## src/rtl/core/srdiv_pkg.sv

```systemverilog
// Package with shared constants and types for the signed divider core.
package srdiv_pkg;

  localparam int DATA_WIDTH_DEF = 32;

  // Control flags that travel down the pipeline with each operand pair.
  typedef struct packed {
    logic valid;
    logic neg;
    logic dbz;
    logic a_neg;
  } ctrl_t;

endpackage

```

## src/rtl/core/srdiv_pre.sv

```systemverilog
// Input stage: registers operand magnitudes and sign flags.
module srdiv_pre #(
  parameter int DATA_WIDTH = srdiv_pkg::DATA_WIDTH_DEF
) (
  input  logic                  clk,
  input  logic                  rst,
  input  logic                  load,
  input  logic [DATA_WIDTH-1:0] dividend,
  input  logic [DATA_WIDTH-1:0] divisor,
  output logic [DATA_WIDTH-1:0] na,
  output logic [DATA_WIDTH-1:0] nb,
  output srdiv_pkg::ctrl_t      ctrl
);
  import srdiv_pkg::*;

  logic a_neg;
  logic b_neg;

  assign a_neg = dividend[DATA_WIDTH-1];
  assign b_neg = divisor[DATA_WIDTH-1];

  // Only the valid bit is reset; the data fields simply follow the inputs.
  always_ff @(posedge clk) begin
    if (rst) begin
      ctrl.valid <= 1'b0;
    end else begin
      ctrl.valid <= load;
    end
    na         <= a_neg ? (~dividend + 1'b1) : dividend;
    nb         <= b_neg ? (~divisor + 1'b1) : divisor;
    ctrl.neg   <= a_neg ^ b_neg;
    ctrl.dbz   <= (divisor == '0);
    ctrl.a_neg <= a_neg;
  end

endmodule

```

## src/rtl/core/srdiv_step.sv

```systemverilog
// One restoring division step: shift in a dividend bit, trial subtract, register.
module srdiv_step #(
  parameter int DATA_WIDTH = srdiv_pkg::DATA_WIDTH_DEF
) (
  input  logic                  clk,
  input  logic                  rst,
  input  logic [DATA_WIDTH-1:0] rem_in,
  input  logic [DATA_WIDTH-1:0] dvd_in,
  input  logic [DATA_WIDTH-1:0] q_in,
  input  logic [DATA_WIDTH-1:0] nb_in,
  input  srdiv_pkg::ctrl_t      ctrl_in,
  output logic [DATA_WIDTH-1:0] rem_out,
  output logic [DATA_WIDTH-1:0] dvd_out,
  output logic [DATA_WIDTH-1:0] q_out,
  output logic [DATA_WIDTH-1:0] nb_out,
  output srdiv_pkg::ctrl_t      ctrl_out
);
  import srdiv_pkg::*;

  logic [DATA_WIDTH:0] trial;
  logic [DATA_WIDTH:0] diff;
  logic                fits;

  // The remainder stays below the divisor, so one extra bit holds the shifted value.
  assign trial = {rem_in, dvd_in[DATA_WIDTH-1]};
  assign diff  = trial - {1'b0, nb_in};
  assign fits  = ~diff[DATA_WIDTH];

  always_ff @(posedge clk) begin
    if (rst) begin
      ctrl_out.valid <= 1'b0;
    end else begin
      ctrl_out.valid <= ctrl_in.valid;
    end
    rem_out        <= fits ? diff[DATA_WIDTH-1:0] : trial[DATA_WIDTH-1:0];
    dvd_out        <= {dvd_in[DATA_WIDTH-2:0], 1'b0};
    q_out          <= {q_in[DATA_WIDTH-2:0], fits};
    nb_out         <= nb_in;
    ctrl_out.neg   <= ctrl_in.neg;
    ctrl_out.dbz   <= ctrl_in.dbz;
    ctrl_out.a_neg <= ctrl_in.a_neg;
  end

endmodule

```

## src/rtl/core/srdiv_post.sv

```systemverilog
// Output stage: sign correction, saturation and the divide-by-zero result.
module srdiv_post #(
  parameter int DATA_WIDTH = srdiv_pkg::DATA_WIDTH_DEF
) (
  input  logic                  clk,
  input  logic                  rst,
  input  logic [DATA_WIDTH-1:0] q_in,
  input  srdiv_pkg::ctrl_t      ctrl_in,
  output logic                  done,
  output logic [DATA_WIDTH-1:0] quotient,
  output logic                  div_by_zero
);
  import srdiv_pkg::*;

  logic [DATA_WIDTH-1:0] max_pos;
  logic [DATA_WIDTH-1:0] min_neg;
  logic [DATA_WIDTH-1:0] res;

  assign max_pos = {1'b0, {(DATA_WIDTH-1){1'b1}}};
  assign min_neg = {1'b1, {(DATA_WIDTH-1){1'b0}}};

  // The magnitude never exceeds the most negative value, so only the
  // positive path can overflow.
  always_comb begin
    if (ctrl_in.dbz) begin
      res = ctrl_in.a_neg ? min_neg : max_pos;
    end else if (ctrl_in.neg) begin
      res = ~q_in + 1'b1;
    end else if (q_in[DATA_WIDTH-1]) begin
      res = max_pos;
    end else begin
      res = q_in;
    end
  end

  always_ff @(posedge clk) begin
    if (rst) begin
      done <= 1'b0;
    end else begin
      done <= ctrl_in.valid;
    end
  end

  always_ff @(posedge clk) begin
    quotient    <= res;
    div_by_zero <= ctrl_in.dbz;
  end

endmodule

```

## src/rtl/core/signed_restoring_divider_core.sv

```systemverilog
// The start transfer passes through the input stage, the restoring steps and the output stage to the done strobe.
// Throughput: one division per cycle; busy stays low, so start may be high every cycle.
// One restoring step per pipeline stage sets the latency, plus an input and an output stage.
// Reset clears all valid bits; operations in flight are dropped and no strobe follows.
// Top level of the pipelined signed saturating divider.
module signed_restoring_divider_core #(
  parameter int DATA_WIDTH = srdiv_pkg::DATA_WIDTH_DEF
) (
  input  logic                         clk,
  input  logic                         rst,
  input  logic                         start,
  output logic                         busy,
  input  logic signed [DATA_WIDTH-1:0] dividend,
  input  logic signed [DATA_WIDTH-1:0] divisor,
  output logic                         done,
  output logic signed [DATA_WIDTH-1:0] quotient,
  output logic                         div_by_zero
);
  import srdiv_pkg::*;

  logic [DATA_WIDTH-1:0] rem_s  [0:DATA_WIDTH];
  logic [DATA_WIDTH-1:0] dvd_s  [0:DATA_WIDTH];
  logic [DATA_WIDTH-1:0] q_s    [0:DATA_WIDTH];
  logic [DATA_WIDTH-1:0] nb_s   [0:DATA_WIDTH];
  ctrl_t                 ctrl_s [0:DATA_WIDTH];
  logic [DATA_WIDTH-1:0] q_final;

  assign busy     = 1'b0;
  assign rem_s[0] = '0;
  assign q_s[0]   = '0;

  srdiv_pre #(.DATA_WIDTH(DATA_WIDTH)) u_pre (
    .clk      (clk),
    .rst      (rst),
    .load     (start & ~busy),
    .dividend (dividend),
    .divisor  (divisor),
    .na       (dvd_s[0]),
    .nb       (nb_s[0]),
    .ctrl     (ctrl_s[0])
  );

  for (genvar i = 0; i < DATA_WIDTH; i++) begin : g_step
    srdiv_step #(.DATA_WIDTH(DATA_WIDTH)) u_step (
      .clk      (clk),
      .rst      (rst),
      .rem_in   (rem_s[i]),
      .dvd_in   (dvd_s[i]),
      .q_in     (q_s[i]),
      .nb_in    (nb_s[i]),
      .ctrl_in  (ctrl_s[i]),
      .rem_out  (rem_s[i+1]),
      .dvd_out  (dvd_s[i+1]),
      .q_out    (q_s[i+1]),
      .nb_out   (nb_s[i+1]),
      .ctrl_out (ctrl_s[i+1])
    );
  end

  srdiv_post #(.DATA_WIDTH(DATA_WIDTH)) u_post (
    .clk         (clk),
    .rst         (rst),
    .q_in        (q_s[DATA_WIDTH]),
    .ctrl_in     (ctrl_s[DATA_WIDTH]),
    .done        (done),
    .quotient    (q_final),
    .div_by_zero (div_by_zero)
  );

  assign quotient = q_final;

  // The final remainder, the spent dividend and the divisor magnitude are not needed past the last step.
  logic unused_tail;
  assign unused_tail = ^{rem_s[DATA_WIDTH], dvd_s[DATA_WIDTH], nb_s[DATA_WIDTH]};

endmodule

```

## config.mk

```make
export PLATFORM = sky130hd
export DESIGN_NAME = signed_restoring_divider_core
export DESIGN_NICKNAME = d
export VERILOG_FILES = /design/src/rtl/core/srdiv_pkg.sv /design/src/rtl/core/srdiv_pre.sv /design/src/rtl/core/srdiv_step.sv /design/src/rtl/core/srdiv_post.sv /design/src/rtl/core/signed_restoring_divider_core.sv
export SDC_FILE = /design/constraint.sdc
export NUM_CORES = 2
export LEC_CHECK = 0
export ABC_CLOCK_PERIOD_IN_PS = 5950
export BUFFER_PORTS_ARGS = -buffer_cell sky130_fd_sc_hd__buf_4
export CAP_MARGIN = 20
export CORE_MARGIN = 2
export CORE_UTILIZATION = 61
export CTS_CLUSTER_SIZE = 20
export DETAILED_ROUTE_END_ITERATION = 16
export HOLD_SLACK_MARGIN = 0.1
export PLACE_DENSITY = 0.75
export SETUP_SLACK_MARGIN = 0.5
export SYNTH_ARGS = -nofsm -noshare
export SYNTH_HDL_FRONTEND = slang
export SYNTH_SLANG_ARGS = --single-unit
```

## constraint.sdc

```tcl
create_clock -name clk -period 5.95 [get_ports clk]
set_input_delay 0.2975 -clock clk [delete_from_list [all_inputs] [get_ports clk]]
set_output_delay 0.2975 -clock clk [all_outputs]
set_load 0.03 [all_outputs]
```

Yosys cells after proc, flatten, opt, wreduce, memory -nomap -nowiden
Index checks and enable logic that the tools add are counted.
{"block": "classes", "reduce_logical": 1, "n_addsub": 35, "bitwise": 36, "n_mux": 37}
{"cell": "32-bit two-way mux", "n": 33}
{"cell": "33-bit by 32-bit subtractor with 33-bit output", "n": 31}
{"cell": "32-bit by 1-bit adder with 32-bit output, second input constant", "n": 3}
{"cell": "32-bit inverter", "n": 3}
{"cell": "31-bit two-way mux", "n": 3}
{"cell": "1-bit by 32-bit subtractor with 33-bit output", "n": 1}
{"cell": "32-bit logical NOT", "n": 1}
{"cell": "1-bit inverter", "n": 32}
{"cell": "1-bit two-way mux", "n": 1}
{"cell": "1-bit XOR", "n": 1}
{"block": "word_totals", "register_bits": 3238, "inputBits": 67, "output_inout_bits": 35, "word_cells": 374}

Depth between registers and ports, before layout
{"block": "depth", "depth_word": 4, "depth_mapped": 18, "ltp_nobuf": 15}

Modules after synthesis
Synthesis repeated with hierarchy kept, for this count alone.
{"block": "unflattened", "cells_unflattened": 14576, "area_unflattened_um2": 165160.9}
{"module": "srdiv_step at g_step[23].u_step ...", "cells_each": 439, "instances": 17, "seq_area_each_um2": 2622.5, "area_each_um2": 4998.5}
{"module": "srdiv_step at g_step[14].u_step ...", "cells_each": 439, "instances": 10, "seq_area_each_um2": 2622.5, "area_each_um2": 5008.6}
{"module": "srdiv_step at g_step[0].u_step ...", "cells_each": 439, "instances": 5, "seq_area_each_um2": 2622.5, "area_each_um2": 5003.5}
{"module": "srdiv_pre", "cells_each": 278, "instances": 1, "seq_area_each_um2": 1361.3, "area_each_um2": 2961.6}
{"module": "srdiv_post", "cells_each": 248, "instances": 1, "seq_area_each_um2": 680.7, "area_each_um2": 2109.5}
{"module": "signed_restoring_divider_core", "cells_each": 2, "instances": 1, "seq_area_each_um2": 0.0, "area_each_um2": 11.3}

Least setup slack after synthesis
OpenSTA, ideal clock, no wires.
{"block": "synth_path", "kind": "flip-flop to flip-flop", "start": "register g_step[20].u_step.dvd_out[31]", "end": "register g_step[21].u_step.rem_out[25]", "synth_period_minus_slack_ns": 3.721, "arrival_ns": 3.600, "path_stages_with_launch": 16, "path_buffers": 1, "setup_time_ns": 0.121, "required_time_ns": 5.829, "path_slack_ns": 2.229, "path_cell_list": "dfxtp_1 inv_1 ha_1 fa_1 nor2b_1 o21ai_0 a21boi_0 o2111ai_1 o31ai_1 o21ba_2 a31oi_1 o31ai_1 a21oi_1 xor2_1 buf_2 mux2_2"}
{"block": "synth_between", "elab_chain_cells": 2}
{"element": "start: declaration", "line_no": "srdiv_step.sv:13", "source": "output logic [DATA_WIDTH-1:0] dvd_out,"}
{"element": "start signal: assignment", "line_no": "srdiv_step.sv:36", "source": "dvd_out <= {dvd_in[DATA_WIDTH-2:0], 1'b0};"}
{"element": "33-bit by 32-bit subtractor with 33-bit output", "line_no": "srdiv_step.sv:26", "source": "assign diff = trial - {1'b0, nb_in};"}
{"element": "32-bit two-way mux", "line_no": "srdiv_step.sv:35", "source": "rem_out <= fits ? diff[DATA_WIDTH-1:0] : trial[DATA_WIDTH-1:0];"}
{"element": "end signal: assignment", "line_no": "srdiv_step.sv:35"}
{"element": "end: declaration", "line_no": "srdiv_step.sv:12", "source": "output logic [DATA_WIDTH-1:0] rem_out,"}
Every way passes these cells.
A chain may end at the register's enable or synchronous reset.

Final worst setup path
{"block": "layout_path", "start": "register g_step[28].u_step.dvd_out[31]", "end": "register g_step[29].u_step.rem_out[29]"}
{"block": "layout_between", "elab_chain_cells": 2}
{"element": "start: declaration", "line_no": "srdiv_step.sv:13"}
{"element": "start signal: assignment", "line_no": "srdiv_step.sv:36"}
{"element": "33-bit by 32-bit subtractor with 33-bit output", "line_no": "srdiv_step.sv:26"}
{"element": "32-bit two-way mux", "line_no": "srdiv_step.sv:35"}
{"element": "end signal: assignment", "line_no": "srdiv_step.sv:35"}
{"element": "end: declaration", "line_no": "srdiv_step.sv:12"}
Every way passes these cells.

==> out/results.tsv <==
stage	metric	value	unit
run_status	outcome	finished clean	
cts	post-CTS setup repair buffer count	0	
sta	minimum clock period	4.76	ns
routing	DR WL/cell	16.8	um
critical_path	CP max stage delay	0.68	ns
place	Placed Area	0.133	mm^2
cts	CTS resizes	0	
cts	clk root buf	clkbuf_16	
finish	most frequent cells in the layout	dfxtp_1, inv_1, ha_1	
pwr	Comb pwr share	46.7	%
synthesis	top cells by area, synth	dfxtp_1, ha_1, mux2_2, xnor2_1, inv_1	
place	DP Worst Slack	1.15	ns
pwr	PwrDens	686	mW/mm^2
cts	Worst-path clk slew	0.07	ns
critical_path	Reg-to-Reg Start	g_step[28].u_step.dvd_out[31]$_DFF_P_	
hold_path	Hold Path Class	in2reg	
critical_path	Critical Path RT	6.73	ns
global_route	met3 usage	3.66	%
hold_path	Hold Path Stages	3	
pwr	worst vdd ir	397	uV
sta	setup_tns	0	ns
pwr	clock share of power	21.0	%
critical_path	Buf/Inv on CP	2	
sta	Rel. slew slack	31.7	%
floorplanning	core area	0.210	mm^2
cts	clock sink count	3238	
finish	Area growth syn-to-layout	13.2	%
sta	final hold viol count	0	
hold_path	beginning of the worst hold path	divisor[13]	
global_route	Tot GR Track Use	24.0	%
finish	most common cell after layout, fill and taps aside	dfxtp_1	
critical_path	CP endpoint kind	register	
synthesis	Post-synth EDFFs	0	
critical_path	cells on worst reg2reg path	15	
finish	share of cells above drive strength 1	12.3	%
routing	DR iter-0 viols	5208	
critical_path	worst-path maximum fanout	24	
sta	Setup WS post-layout	1.19	ns
critical_path	CP max stage cell	xor2_4	
pwr	Seq pwr share	32.3	%
sta	Final setup viols	0	
cts	CTS tree	built	
finish	Post-Layout Cell Count	15800	
finish	fin util	69.5	%
place	Post-Place Cells	15100	
global_route	largest net degree at the start of global routing	51	
synthesis	#FFs+latches synth	3238	
sta	worst hold slack	0.190	ns
critical_path	r2r endpoint	g_step[29].u_step.rem_out[29]$_DFF_P_	
finish	Filler cells	15400	
pwr	Lkg Pwr	66.2	nW
synthesis	most used flip-flop cell after synthesis	dfxtp_1	
global_route	global routing's busiest layer	met2	
global_route	met1 Use GR	29.9	%
floorplanning	die width	464	um
cts	Num CTS Buffers	333	
critical_path	crit path kind	reg2reg	
floorplanning	IO Pins	102	
cts	Skew-Pair Late Insertion Delay	0.94	ns
synthesis	syn_area_per_cell	10.5	um^2
cts	Clock Path Buffers	4	
pwr	Net Switching	35.6	mW
floorplanning	Initial Utilization	61.4	%
floorplanning	Site Rows	168	
synthesis	Post-Syn Area	0.129	mm^2
sta	fin. max-slew vios	0	
routing	routed wire length	266000	um
sta	clock skew	0.0719	ns
synthesis	register area share after synthesis	50.3	%
routing	via count	86900	
synthesis	Yosys Warn Count	0	
synthesis	largest area contributor in the netlist	dfxtp_1	
pwr	switching part of the total power	35.6	%
flow_run	total of max-cap violations	0	
global_route	initial antenna violation count	7	
finish	final net count	13900	
sta	fin crit share	80.1	%
critical_path	Worst Path Arrival	5.55	ns
place	gpl congestion	0.954	
place	final HPWL from detailed placement	196000	um
synthesis	Yosys top cell area share	50.3	%
cts	# H-tree levels	5	
finish	Design Area, Final	0.146	mm^2
cts	hold_buf cts	164	
critical_path	cells along the critical path	inv_1, ha_1, fa_1, nor2b_1, o31a_1, o41ai_2, a21oi_1, a221o_1, a311oi_2, o21ai_1, a31oi_1, o41ai_1, xor2_4, buf_4, mux2_2	
synthesis	fraction of registers with async set/reset	0	%
global_route	number of global-route vias before repair	87300	
floorplanning	die height	464	um
sta	RSZ-0062 raised after global routing	false	
place	Buffers on Ports	100	
sta	Fmax achieved	0.210	GHz
critical_path	delay-heaviest family, CP	compound AO/OA/AOI/OAI gates	
sta	Slew @ Worst Pin	1.02	ns
global_route	routing usage on met2	41.4	%
floorplanning	Die ar.	0.215	mm^2
pwr	Pint	64.5	mW
pwr	Overall Power	100	mW
critical_path	reg-to-reg setup timing slack	1.19	ns
global_route	Congestion Overflow GR	0	
critical_path	kind of start point of the critical path	register	
global_route	first-pass GRT wire length	431000	um
hold_path	Worst Hold Endpoint	u_pre.nb[13]$_DFF_P_	
synthesis	Yosys cell types	100	
routing	vias per cell	5.50	
routing	Final ANT Viol Nets	0	
synthesis	Mapped Cells	12300	
routing	DRT Pass-1 Iters	8	
routing	Post-route DRC	0	
==> Yosys cell counts (30+ instances only) <==
master,count
a211oi_1,67
mux2i_1,75
and2_1,67
a21oi_1,815
nor2b_1,181
nand2b_1,111
fa_1,30
o21bai_1,83
xor2_1,314
o31a_1,34
buf_2,58
nand2_1,560
o211ai_1,53
nor2_1,543
a31oi_1,130
nor3_1,140
a21o_1,370
clkbuf_1,123
a211o_1,39
ha_1,996
dfxtp_1,3238
o21ai_0,563
xnor2_1,571
or3_1,75
and3_1,66
o21a_1,143
nand4_1,80
a21boi_0,39
nor4_1,33
nand3_1,140
o31ai_1,70
mux2_2,785
inv_1,1233
a31o_2,34
==> kinds of logic (layout without fill, tap and decap cells) <==
kind of cell / count (synthesis) / count (layout) / synth area share, %
buffers and inverters: 1444 / 2124 / 4.30
XOR/XNOR: 889 / 889 / 6.06
AO/OA/AOI/OAI: 2720 / 2720 / 13.5
AND/OR/NAND/NOR: 2104 / 2104 / 7.93
flip-flops: 3238 / 3238 / 50.3
multiplexers: 888 / 888 / 7.76
adder cells (fa/ha/maj): 1026 / 1026 / 10.1
other: 1 / 21 / 0.00291
==> sequential cells by signal, indices dropped and copies added (netlist names) <==
| name | count |
|---|---|
| g_step.u_step.q_out | 528 |
| u_pre.nb | 32 |
| u_post.done | 1 |
| u_post.div_by_zero | 1 |
| g_step.u_step.rem_out | 992 |
| g_step.u_step.nb_out | 992 |
| g_step.u_step.dvd_out | 496 |
| u_pre.na | 32 |
| g_step.u_step.ctrl_out | 128 |
| u_pre.ctrl | 4 |
| u_post.quotient | 32 |
==> worst max path at each step <==
stage | cells past startpoint | startpoint | to
floorplan | 15 | g_step[20].u_step.dvd_out[31]$_DFF_P_ | g_step[21].u_step.rem_out[25]$_DFF_P_
global placement | 15 | g_step[28].u_step.dvd_out[31]$_DFF_P_ | g_step[29].u_step.rem_out[2]$_DFF_P_
detailed placement | 15 | g_step[28].u_step.dvd_out[31]$_DFF_P_ | g_step[29].u_step.rem_out[29]$_DFF_P_
CTS | 15 | g_step[28].u_step.dvd_out[31]$_DFF_P_ | g_step[29].u_step.rem_out[2]$_DFF_P_
global route | 15 | g_step[28].u_step.dvd_out[31]$_DFF_P_ | g_step[29].u_step.rem_out[2]$_DFF_P_
finish | 15 | g_step[28].u_step.dvd_out[31]$_DFF_P_ | g_step[29].u_step.rem_out[29]$_DFF_P_
==> final cells by class <==
class,instances,area [um^2],area share (%)
diodes,5,12.5,0.00858
clock buffers,454,9470,6.49
clock inverters,124,1740,1.19
inverters,1234,4630,3.18
multi-input cells,7643,58900,40.4
flip-flops and latches,3238,64800,44.4
well taps,2805,3510,2.41
repair buffers,312,2800,1.92
==> routing by layer <==
metal / vias up / share of wire (%)
li1: 43500 / -
met1: 40900 / 44
met2: 1935 / 48
met3: 656 / 4.3
met4: 2 / 3.8
met5: - / 0.0049
==> power groups by stage <==
stage / Sequential, mW / Combinational, mW / Clock, mW
after floorplan: 31.2 / 37.1 / 0
after global placement: 32.6 / 44.2 / 0
after detailed placement: 32.7 / 45.7 / 0
after CTS: 32.4 / 46.4 / 21.5
after global routing: 32.9 / 51.5 / 22.4
final: 32.3 / 46.8 / 21.0
==> worst reg2reg max path, stage by stage (launching register included) <==
cell and delay, ns:
dfxtp_1 0.31, inv_1 0.05, ha_1 0.23, fa_1 0.43, nor2b_1 0.16, o31a_1 0.21
o41ai_2 0.11, a21oi_1 0.25, a221o_1 0.33, a311oi_2 0.19, o21ai_1 0.22, a31oi_1 0.19
o41ai_1 0.68, xor2_4 0.69, buf_4 0.28, mux2_2 0.34
Power figures use the tool's default switching activity.
